$ cat src/rtl/pdf_pkg.sv
// Shared types and constants for the framed packet receiver with CRC-16 check.
`default_nettype none
package pdf_pkg;

	localparam logic [15:0] CRC_POLY       = 16'h1021;
	localparam logic [15:0] MAX_LEN_RESET  = 16'd256;
	localparam logic [7:0]  BYTE_START_SHORT = 8'd2;
	localparam logic [7:0]  BYTE_START_LONG  = 8'd3;
	localparam logic [7:0]  BYTE_END         = 8'd3;

	typedef enum logic [2:0] {
		PH_IDLE   = 3'd0,
		PH_LEN_HI = 3'd1,
		PH_LEN_LO = 3'd2,
		PH_DATA   = 3'd3,
		PH_CRC_HI = 3'd4,
		PH_CRC_LO = 3'd5,
		PH_END    = 3'd6
	} phase_t;

	typedef enum logic [2:0] {
		ST_OK        = 3'd0,
		ST_BAD_START = 3'd1,
		ST_TOO_LONG  = 3'd2,
		ST_BAD_END   = 3'd3,
		ST_CRC_ERR   = 3'd4
	} status_t;

	localparam logic KIND_DATA   = 1'b0;
	localparam logic KIND_STATUS = 1'b1;

	typedef struct packed {
		logic        kind;
		logic [7:0]  data_byte;
		logic [15:0] payload_index;
		logic [2:0]  status;
	} result_t;

endpackage
`default_nettype wire

$ cat src/rtl/pdf_crc16.sv
// CRC-16 (poly 0x1021, MSB first) update by one byte.
`default_nettype none
module pdf_crc16 (
	input  wire logic [15:0] crc_in,
	input  wire logic [7:0]  data,
	output logic [15:0]      crc_out
);
	import pdf_pkg::*;

	always_comb begin
		logic [15:0] c;
		c = crc_in ^ {data, 8'h00};
		for (int i = 0; i < 8; i++) begin
			if (c[15]) begin
				c = {c[14:0], 1'b0} ^ CRC_POLY;
			end else begin
				c = {c[14:0], 1'b0};
			end
		end
		crc_out = c;
	end

endmodule
`default_nettype wire

$ cat src/rtl/pdf_parser.sv
// Frame parser: phase state machine, length, count and CRC registers.
`default_nettype none
module pdf_parser (
	input  wire logic          clk,
	input  wire logic          arst_n,
	input  wire logic          go,
	input  wire logic [7:0]    rx_byte,
	input  wire logic [15:0]   max_len,
	output logic               has_result,
	output pdf_pkg::result_t   result
);
	import pdf_pkg::*;

	phase_t      phase_q, phase_d;
	logic        long_q, long_d;
	logic [15:0] len_q, len_d;
	logic [15:0] cnt_q, cnt_d;
	logic [15:0] crc_q, crc_d;
	logic [15:0] rcrc_q, rcrc_d;
	logic [15:0] crc_next;
	logic [15:0] cnt_inc;
	logic [15:0] len_new;

	pdf_crc16 u_crc (
		.crc_in  (crc_q),
		.data    (rx_byte),
		.crc_out (crc_next)
	);

	assign cnt_inc = cnt_q + 16'd1;
	assign len_new = long_q ? {len_q[15:8], rx_byte} : {8'h00, rx_byte};

	always_comb begin
		phase_d = phase_q;
		long_d  = long_q;
		len_d   = len_q;
		cnt_d   = cnt_q;
		crc_d   = crc_q;
		rcrc_d  = rcrc_q;
		case (phase_q)
			PH_LEN_HI: begin
				len_d   = {rx_byte, 8'h00};
				phase_d = PH_LEN_LO;
			end
			PH_LEN_LO: begin
				len_d = len_new;
				if (len_new > max_len) begin
					phase_d = PH_IDLE;
				end else begin
					crc_d   = 16'h0000;
					cnt_d   = 16'h0000;
					phase_d = (len_new == 16'h0000) ? PH_CRC_HI : PH_DATA;
				end
			end
			PH_DATA: begin
				crc_d = crc_next;
				cnt_d = cnt_inc;
				if (cnt_inc == len_q) begin
					phase_d = PH_CRC_HI;
				end
			end
			PH_CRC_HI: begin
				rcrc_d  = {rx_byte, 8'h00};
				phase_d = PH_CRC_LO;
			end
			PH_CRC_LO: begin
				rcrc_d  = {rcrc_q[15:8], rx_byte};
				phase_d = PH_END;
			end
			PH_END: begin
				phase_d = PH_IDLE;
			end
			default: begin
				phase_d = PH_IDLE;
				if (rx_byte == BYTE_START_SHORT) begin
					long_d  = 1'b0;
					phase_d = PH_LEN_LO;
				end else if (rx_byte == BYTE_START_LONG) begin
					long_d  = 1'b1;
					phase_d = PH_LEN_HI;
				end
			end
		endcase
	end

	always_comb begin
		has_result           = 1'b0;
		result.kind          = KIND_STATUS;
		result.data_byte     = 8'h00;
		result.payload_index = len_q;
		result.status        = ST_OK;
		case (phase_q)
			PH_LEN_HI, PH_CRC_HI, PH_CRC_LO: begin
				has_result = 1'b0;
			end
			PH_LEN_LO: begin
				has_result           = (len_new > max_len);
				result.payload_index = len_new;
				result.status        = ST_TOO_LONG;
			end
			PH_DATA: begin
				has_result           = 1'b1;
				result.kind          = KIND_DATA;
				result.data_byte     = rx_byte;
				result.payload_index = cnt_q;
			end
			PH_END: begin
				has_result = 1'b1;
				if (rx_byte != BYTE_END) begin
					result.status = ST_BAD_END;
				end else if (rcrc_q != crc_q) begin
					result.status = ST_CRC_ERR;
				end else begin
					result.status = ST_OK;
				end
			end
			default: begin
				has_result           = (rx_byte != BYTE_START_SHORT) &&
				                       (rx_byte != BYTE_START_LONG);
				result.payload_index = 16'h0000;
				result.status        = ST_BAD_START;
			end
		endcase
	end

	always_ff @(posedge clk or negedge arst_n) begin
		if (!arst_n) begin
			phase_q <= PH_IDLE;
			long_q  <= 1'b0;
			len_q   <= 16'h0000;
			cnt_q   <= 16'h0000;
			crc_q   <= 16'h0000;
			rcrc_q  <= 16'h0000;
		end else if (go) begin
			phase_q <= phase_d;
			long_q  <= long_d;
			len_q   <= len_d;
			cnt_q   <= cnt_d;
			crc_q   <= crc_d;
			rcrc_q  <= rcrc_d;
		end
	end

endmodule
`default_nettype wire

$ cat src/rtl/packet_deframer_crc16_unit.sv
// Top level: input register, frame parser, result register and length limit register.
// A byte is held in the input register and its result in the result register driving out_valid.
// Throughput: one byte per cycle while not stalled; phase steps per byte, CRC per payload byte.
// in_stall rises only while a byte that makes a result waits on a full, stalled result register.
// Reset (arst_n low, asynchronous): pipeline empty, parser idle, counters and CRC zero,
// max_payload_length 256.
`default_nettype none
module packet_deframer_crc16_unit (
	input  wire logic        clk,
	input  wire logic        arst_n,
	input  wire logic        in_valid,
	output logic             in_stall,
	input  wire logic [7:0]  rx_byte,
	output logic             out_valid,
	input  wire logic        out_stall,
	output logic             kind,
	output logic [7:0]       data_byte,
	output logic [15:0]      payload_index,
	output logic [2:0]       status,
	input  wire logic        cfg_write,
	input  wire logic [15:0] cfg_data
);
	import pdf_pkg::*;

	logic        valid_s1;
	logic [7:0]  byte_s1;
	logic        valid_s2;
	result_t     res_s2;
	logic [15:0] max_len_q;
	logic        out_free;
	logic        go;
	logic        has_result;
	result_t     result;

	assign out_free = !valid_s2 || !out_stall;
	assign go       = valid_s1 && (!has_result || out_free);
	assign in_stall = valid_s1 && !go;

	always_ff @(posedge clk or negedge arst_n) begin
		if (!arst_n) begin
			max_len_q <= MAX_LEN_RESET;
		end else if (cfg_write) begin
			max_len_q <= cfg_data;
		end
	end

	always_ff @(posedge clk or negedge arst_n) begin
		if (!arst_n) begin
			valid_s1 <= 1'b0;
		end else if (!in_stall) begin
			valid_s1 <= in_valid;
		end
	end

	always_ff @(posedge clk) begin
		if (in_valid && !in_stall) begin
			byte_s1 <= rx_byte;
		end
	end

	pdf_parser u_parser (
		.clk        (clk),
		.arst_n     (arst_n),
		.go         (go),
		.rx_byte    (byte_s1),
		.max_len    (max_len_q),
		.has_result (has_result),
		.result     (result)
	);

	always_ff @(posedge clk or negedge arst_n) begin
		if (!arst_n) begin
			valid_s2 <= 1'b0;
		end else if (out_free) begin
			valid_s2 <= go && has_result;
		end
	end

	always_ff @(posedge clk) begin
		if (out_free && go && has_result) begin
			res_s2 <= result;
		end
	end

	assign out_valid     = valid_s2;
	assign kind          = res_s2.kind;
	assign data_byte     = res_s2.data_byte;
	assign payload_index = res_s2.payload_index;
	assign status        = res_s2.status;

endmodule
`default_nettype wire
$ cat config.mk
export PLATFORM = sky130hd
export DESIGN_NAME = packet_deframer_crc16_unit
export DESIGN_NICKNAME = d
export VERILOG_FILES = /design/src/rtl/pdf_pkg.sv /design/src/rtl/pdf_crc16.sv /design/src/rtl/pdf_parser.sv /design/src/rtl/packet_deframer_crc16_unit.sv
export SDC_FILE = /design/constraint.sdc
export NUM_CORES = 1
export LEC_CHECK = 0
export BUFFER_PORTS_ARGS = -buffer_cell sky130_fd_sc_hd__buf_2
export CAP_MARGIN = 30
export CORE_ASPECT_RATIO = 0.7
export CORE_MARGIN = 1.5
export CORE_UTILIZATION = 45
export CTS_BUF_LIST = sky130_fd_sc_hd__clkbuf_2 sky130_fd_sc_hd__clkbuf_4 sky130_fd_sc_hd__clkbuf_8
export DETAILED_ROUTE_END_ITERATION = 12
export SLEW_MARGIN = 20
export SYNTH_ARGS = -nofsm -noshare
export SYNTH_HDL_FRONTEND = slang
export SYNTH_SLANG_ARGS = --single-unit
$ cat constraint.sdc
create_clock -name clk -period 4.95 [get_ports clk]
set_clock_uncertainty 0.15 [all_clocks]
set_input_delay 0.495 -clock clk [delete_from_list [all_inputs] [get_ports clk]]
set_output_delay 0.495 -clock clk [all_outputs]
set_load 0.02 [all_outputs]
=== Word level (Yosys, flattened, before mapping) ===
Index checks and enable logic that the tools add are counted.

* Multiplexer cells: 28
* Bitwise gates (word level): 11
* Equality and inequality tests: 14
* Add/subtract/negate cells: 1
* Reduce and logical (&&, ||, !) cells: 30
* Magnitude comparators: 1

{| class="wikitable"
|+ Operator list
! operator !! count
|-
| 16-bit one-hot mux with 2 select lines || 4
|-
| 13-bit 2-to-1 mux || 8
|-
| 16-bit one-hot mux with 3 select lines || 1
|-
| 16-bit 2-to-1 mux || 2
|-
| 3-bit NOT || 8
|-
| 3-bit 2-to-1 mux || 6
|-
| 3-bit one-hot mux with 6 select lines || 1
|-
| 16-bit by 1-bit adder with 16-bit output, second input constant || 1
|-
| 16-bit == test || 1
|-
| 8-bit by 2-bit == test with 1-bit output, second input constant || 2
|-
| 16-bit greater-than comparator || 1
|-
| 16-bit zero test || 1
|-
| 16-bit != test || 1
|-
| 8-bit by 2-bit != test with 1-bit output, second input constant || 2
|-
| 16-bit XOR || 1
|-
| 3-bit == test, second input constant || 3
|-
| 9-bit 2-to-1 mux || 1
|-
| 3-bit one-hot mux with 3 select lines || 1
|-
| 3-bit AND reduction || 3
|-
| 2-bit nonzero test || 4
|-
| 4-bit OR reduction || 2
|-
| 1-bit logical AND || 7
|-
| 3-bit by 2-bit == test with 1-bit output, second input constant || 2
|-
| 2-bit AND reduction || 3
|-
| 11 further kinds || 19
|}

* Input port bits: 29
* Output and inout port bits: 30
* Bits in registers: 122
* Logic and storage cells: 100

=== Logic depth before layout (Yosys ltp) ===
* Depth in word-level cells: 18
* Depth in mapped cells: 14
* Depth with buffers taken out: 11

=== Modules after synthesis ===
A second synthesis with hierarchy kept.

* Cell total of the unflattened synthesis: 676
* Area, all modules: 6857.8 um^2

{| class="wikitable"
|+ By module, submodules not included
! module !! cells each !! times used !! area each (um^2) !! sequential area each (um^2)
|-
| pdf_parser || 569 || 1 || 4631.9 || 1701.6
|-
| packet_deframer_crc16_unit || 82 || 1 || 1830.5 || 1532.7
|-
| pdf_crc16 || 25 || 1 || 395.4 || 0.0
|}

=== Worst setup path after synthesis ===
No wires, ideal clock.

* Path type: register -> register
* Start: register u_parser.long_q
* End: register res_s2 (netlist bit data_byte[0]) (enable)
* Slack: 852 ps
* Buffers on the path: 2
* Period minus slack after synthesis: 4098 ps
* Stages on the path, launching flop included: 13
* Arrival: 3535 ps
* Library setup time: 413 ps
* Path through: dfrtp_1 clkbuf_1 nand2_1 inv_1 ha_1 nand4_1 nor3b_2 nand4bb_1 o311a_1 o31ai_4 o21ai_2 clkbuf_1 nor2_1

* Word-level cells in the longest chain between the ends: 8

{| class="wikitable"
|+ RTL lines
! item !! line !! source
|-
| from (decl) || pdf_parser.sv:15 || <nowiki>logic long_q, long_d;</nowiki>
|-
| from (signal assigned) || pdf_parser.sv:136 || <nowiki>long_q <= long_d;</nowiki>
|-
| 16-bit 2-to-1 mux (*) || pdf_parser.sv:31 || <nowiki>assign len_new = long_q ? {len_q[15:8], rx_byte} : {8'h00, rx_byte};</nowiki>
|-
| 16-bit greater-than comparator (*) || pdf_parser.sv:97 || <nowiki>has_result = (len_new > max_len);</nowiki>
|-
| 1-bit one-hot mux with 3 select lines (*) || pdf_parser.sv:92 || <nowiki>case (phase_q)</nowiki>
|-
| 1-bit zero test || packet_deframer_crc16_unit.sv:36 || <nowiki>assign go = valid_s1 && (!has_result || out_free);</nowiki>
|-
| 1-bit logical OR || packet_deframer_crc16_unit.sv:36 ||
|-
| 1-bit logical AND || packet_deframer_crc16_unit.sv:36 ||
|-
| 1-bit logical AND || packet_deframer_crc16_unit.sv:80 || <nowiki>if (out_free && go && has_result) begin</nowiki>
|-
| 1-bit logical AND (*) || packet_deframer_crc16_unit.sv:80 ||
|-
| to (signal assigned) || packet_deframer_crc16_unit.sv:81 || <nowiki>res_s2 <= result;</nowiki>
|-
| to (decl) || packet_deframer_crc16_unit.sv:28 || <nowiki>result_t res_s2;</nowiki>
|}

Every way passes the cells marked *; elsewhere a longest branch is shown, timed or not.
A chain may end at the register's enable or synchronous reset.

=== Worst setup path after layout ===
* Start: register u_parser.long_q
* End: output port in_stall

* Word-level cells in the longest chain between the ends: 8

{| class="wikitable"
|+ RTL lines
! item !! line !! source
|-
| 16-bit 2-to-1 mux || pdf_parser.sv:31 ||
|-
| 16-bit greater-than comparator || pdf_parser.sv:97 ||
|-
| 1-bit one-hot mux with 3 select lines || pdf_parser.sv:92 ||
|-
| 1-bit zero test || packet_deframer_crc16_unit.sv:36 ||
|-
| 1-bit logical OR || packet_deframer_crc16_unit.sv:36 ||
|-
| 1-bit logical AND || packet_deframer_crc16_unit.sv:36 ||
|-
| 1-bit zero test || packet_deframer_crc16_unit.sv:37 || <nowiki>assign in_stall = valid_s1 && !go;</nowiki>
|-
| 1-bit logical AND || packet_deframer_crc16_unit.sv:37 ||
|-
| to (decl) || packet_deframer_crc16_unit.sv:12 || <nowiki>output logic in_stall,</nowiki>
|}

Every way passes these cells.

==> reports/metrics.sh <==
SYNTH-SEQ-CELLS=122
SETUP_VIOL=0
RUN_STATUS='finished clean'
POST_DR_VIAS_CELL=5.76
LAYOUT_COMMON_CELLS='sky130_fd_sc_hd__nand2_1 (100), sky130_fd_sc_hd__dfrtp_1 (85), sky130_fd_sc_hd__o21ai_0 (70)'
CRIT_TYPE='reg -> out'
PLACE_HPWL_UM=12700
FINAL.SETUP.WORST_SLACK_NS=0.924
SEQ_POWER_SHARE_PCT=38.4
DRT_PASS1_ITERATIONS=7
SYN_AVG_CELL_AREA_UM2=9.57
MAXSLEWVIOLCOUNT=0
INITIAL_CORE_UTIL_PCT=46.0
NNETSFINAL=799
POST_DRT_WL_PER_CELL_UM=19.1
DIE_H_UM=106
GRT_START_MAX_NET_PINS=54
WORST-SLEW-PIN-TRANSITION_NS=0.919
MAXSLEWHEADROOM_PCT=38.7
CLOCK_SINK_COUNT=122
TOTALWIRELENGTH_UM=18400
YOSYS_WARNINGS=0
TIMING.SETUP.TNS_NS=0
CRITICAL_PATH_REQUIRED_NS=4.30
COMB_POWER_SHARE_PCT=40.1
VIA_COUNT=5547
ROUTE.ANTENNA.REMAINING_NETS=0
CLOCKROOTBUFFER='sky130_fd_sc_hd__clkbuf_8'
DETAIL_ROUTE.DRC_VIOLATIONS=0
CP_DATA_ARRIVAL_TIME_NS=3.38
CLKLATENCYLATEPIN_NS=0.44
POWER.SHARE.SWITCHING_PCT=40.4
POST-CTS-SETUP-BUFFERS=0
GP_CONGESTION=0.884
MIN-DELAY-PATH-CLASS='in -> reg'
YS_ASYNC_SR_FRACTION_PCT=70.5
CRIT_START='u_parser.long_q'
INTPOWER_mW=2.60
GRT_ANTENNA_BEFORE_REPAIR=0
FP.DIEW_UM=149
FIRST_PASS_GRT_WIRE_LENGTH_UM=29300
SYNTH_ENABLE_FLOP_CELLS=36
CTS-HTREE-LEVELS=4
POWER-PER-CELL-AREA_nW_PER_UM2=568
SYN_NETS=750
MAPPEDNETLISTAREA_UM2=6750
CTS.PATH.MAX_BUFFERS=2
FINAL.PERIOD_UTILIZATION_PCT=81.3
SYN-INSTANCE-COUNT=706
CTS_TREE='built'
POST_CTS_RESIZE_COUNT=0
COUNT_OF_BOUNDARY_I_O_PINS=59
CRITICAL_PATH.ENDPOINT_TYPE='primary output'
TRITONCTS.NUM_BUFFERS=17
GRT_PASS1_VIAS=5209
R2R-START='u_parser.long_q'
GROUTE.USAGE.OVERALL_PCT=24.6
HOLD_PATH.STARTPOINT='rx_byte[6]'
STATIC-LEAKAGE-POWER_nW=3.34
SYNTH_SEQUENTIAL_AREA_RATIO_PCT=47.9
TIMING.FMAX_MHz=248
STARTPOINT_TYPE='flop'
GRT_SETUP_UNREPAIRED='no'
INITIALDRTVIOLATIONCOUNT=640
WORST_SETUP_HOLD_PATH_CLK_SLEW_NS=0.07
AREA_DELTA_SYNTH_FINAL_PCT=13.4
CTS_HOLD_REPAIR.BUFFERS=1
DRV_CAP=0
DP_SLACK_NS=1.17
TOTAL_CONGESTION_OVERFLOW=0
LAYOUT_COMMONEST_CELL='sky130_fd_sc_hd__nand2_1'
FINAL-HOLD-VIOLATION-COUNT=0
NETSWITCHINGPOWER_mW=1.76
DOMINANTREGCELLSYNTH='sky130_fd_sc_hd__dfrtp_1'
IO_BUFFER_COUNT=58
ANTENNA_CELLS=0
FRACTION_OF_FINAL_LAYOUT_CELLS_SIZED_BEYOND_DRIVE_STRENGTH_1_PCT=16.9
DIE_AREA_UM2=15800
YS_TYPES=63
FINAL.MIN_CLOCK_PERIOD_NS=4.03
VDD.IR_DROP.WORST_V=0.000208
PART_OF_THE_POWER_IN_THE_CLOCK_NETWORK_PCT=21.5
SITE_ROW_COUNT=37
CORE_AREA_UM2=14700
TIMING.CRITICAL_PATH.FANOUT_MAX=14
==> per-stage QoR <==
step	hold slack, ns	instances	power [mW]	area [um^2]	utilization, %
2_1_floorplan	0.0494	706	2.88	6750	-
3_3_place_gp	0.334	930	3.37	7230	49.3
3_5_place_dp	0.338	930	3.40	7230	49.3
4_1_cts	0.0530	963	4.36	7660	52.2
5_1_grt	0.0552	963	4.61	7660	52.2
6_report	0.0793	963	4.35	7660	52.2
==> per-layer routing <==
layer	global-route usage (%)	wire length (um)
met1	37.3	8820
met2	34.2	7820
met3	5.32	1450
met4	8.77	317
met5	0	0
==> flip-flops by register name, summed over array words and instances (netlist names), 3 cells and up <==
| signal | flops |
|---|---|
| u_parser.len_q | 16 |
| u_parser.phase_q | 3 |
| status | 3 |
| u_parser.cnt_q | 16 |
| byte_s1 | 8 |
| u_parser.rcrc_q | 16 |
| payload_index | 16 |
| max_len_q | 16 |
| u_parser.crc_q | 16 |
| data_byte | 8 |
==> cell type report <==
class                      count  area (um^2)
fill                        1319         7020
sequential                   122         3230
multi-input combinational    500         3180
timing repair buffer          78          445
clock buffer                  20          269
tap                          195          244
clock inverter                12          148
inverter                      36          135
==> worst max-delay path, stage by stage, from the launching register on <==
cell                        delay [ns]
sky130_fd_sc_hd__dfrtp_1          0.55
sky130_fd_sc_hd__nand2_1          0.20
sky130_fd_sc_hd__inv_1            0.06
sky130_fd_sc_hd__ha_1             0.31
sky130_fd_sc_hd__nand4_1          0.18
sky130_fd_sc_hd__a2111oi_0        0.62
sky130_fd_sc_hd__o21a_1           0.25
sky130_fd_sc_hd__o31ai_4          0.11
sky130_fd_sc_hd__or3_1            0.44
sky130_fd_sc_hd__inv_1            0.07
sky130_fd_sc_hd__buf_2            0.15
==> path summary, 6_finish.rpt <==
| check | end | slack [ns] | depth (start not counted) |
|---|---|---|---|
| max | in_stall | 0.92 | 10 |
| min | byte_s1[6] | 0.08 | 1 |
| max reg2reg | u_parser.rcrc_q[9] | 1.10 | 12 |
| min reg2reg | u_parser.rcrc_q[6] | 0.37 | 2 |
| max in group asynchronous | max_len_q[10] | 3.16 | 3 |
| min in group asynchronous | u_parser.rcrc_q[6] | 0.40 | 2 |
==> cells by family after synthesis <==
group,Yosys count,synth area share [%]
xor+xnor,58,7.52
simple gates,225,15.5
flops,122,47.9
fa+ha+maj,16,2.93
buf+inv,84,5.02
compound gates,182,17.7
mux,19,3.45
==> synthesized netlist by cell type, types with 3 or more instances <==
library cell,number,area [um^2]
sky130_fd_sc_hd__mux2i_1,9,90.1
sky130_fd_sc_hd__o21ai_0,70,350
sky130_fd_sc_hd__nand2_1,100,375
sky130_fd_sc_hd__o22ai_1,5,31.3
sky130_fd_sc_hd__nor3_1,16,80.1
sky130_fd_sc_hd__a21o_1,19,143
sky130_fd_sc_hd__nand4_1,15,93.8
sky130_fd_sc_hd__xor2_1,9,78.8
sky130_fd_sc_hd__o211ai_1,6,45.0
sky130_fd_sc_hd__and2_1,3,18.8
sky130_fd_sc_hd__nor2_1,39,146
sky130_fd_sc_hd__nand3_1,13,65.1
sky130_fd_sc_hd__a211oi_1,3,22.5
sky130_fd_sc_hd__and3_1,12,75.1
sky130_fd_sc_hd__nor2b_1,4,25.0
sky130_fd_sc_hd__edfxtp_1,36,1080
sky130_fd_sc_hd__xnor2_1,49,429
sky130_fd_sc_hd__ha_1,15,188
sky130_fd_sc_hd__or3_1,3,18.8
sky130_fd_sc_hd__dfrtp_1,85,2130
sky130_fd_sc_hd__nor4_1,6,37.5
sky130_fd_sc_hd__nor3b_1,4,30.0
sky130_fd_sc_hd__buf_2,10,50.1
sky130_fd_sc_hd__o31ai_1,16,120
sky130_fd_sc_hd__a22o_1,14,123
sky130_fd_sc_hd__or2_2,3,18.8
sky130_fd_sc_hd__a21oi_1,20,100
sky130_fd_sc_hd__inv_1,35,131
sky130_fd_sc_hd__o2bb2ai_1,3,26.3
sky130_fd_sc_hd__clkbuf_1,35,131
sky130_fd_sc_hd__mux2_4,8,120
==> power by group through the flow <==
stage / combinational, mW / sequential (mW) / clock (mW)
floorplan: 1.19 / 1.69 / 0
CTS: 1.73 / 1.67 / 0.959
finish: 1.74 / 1.67 / 0.936
global placement: 1.70 / 1.67 / 0
detailed placement: 1.72 / 1.68 / 0
global route: 1.90 / 1.71 / 1.01
Note: power is estimated with default switching activity, not from simulation.
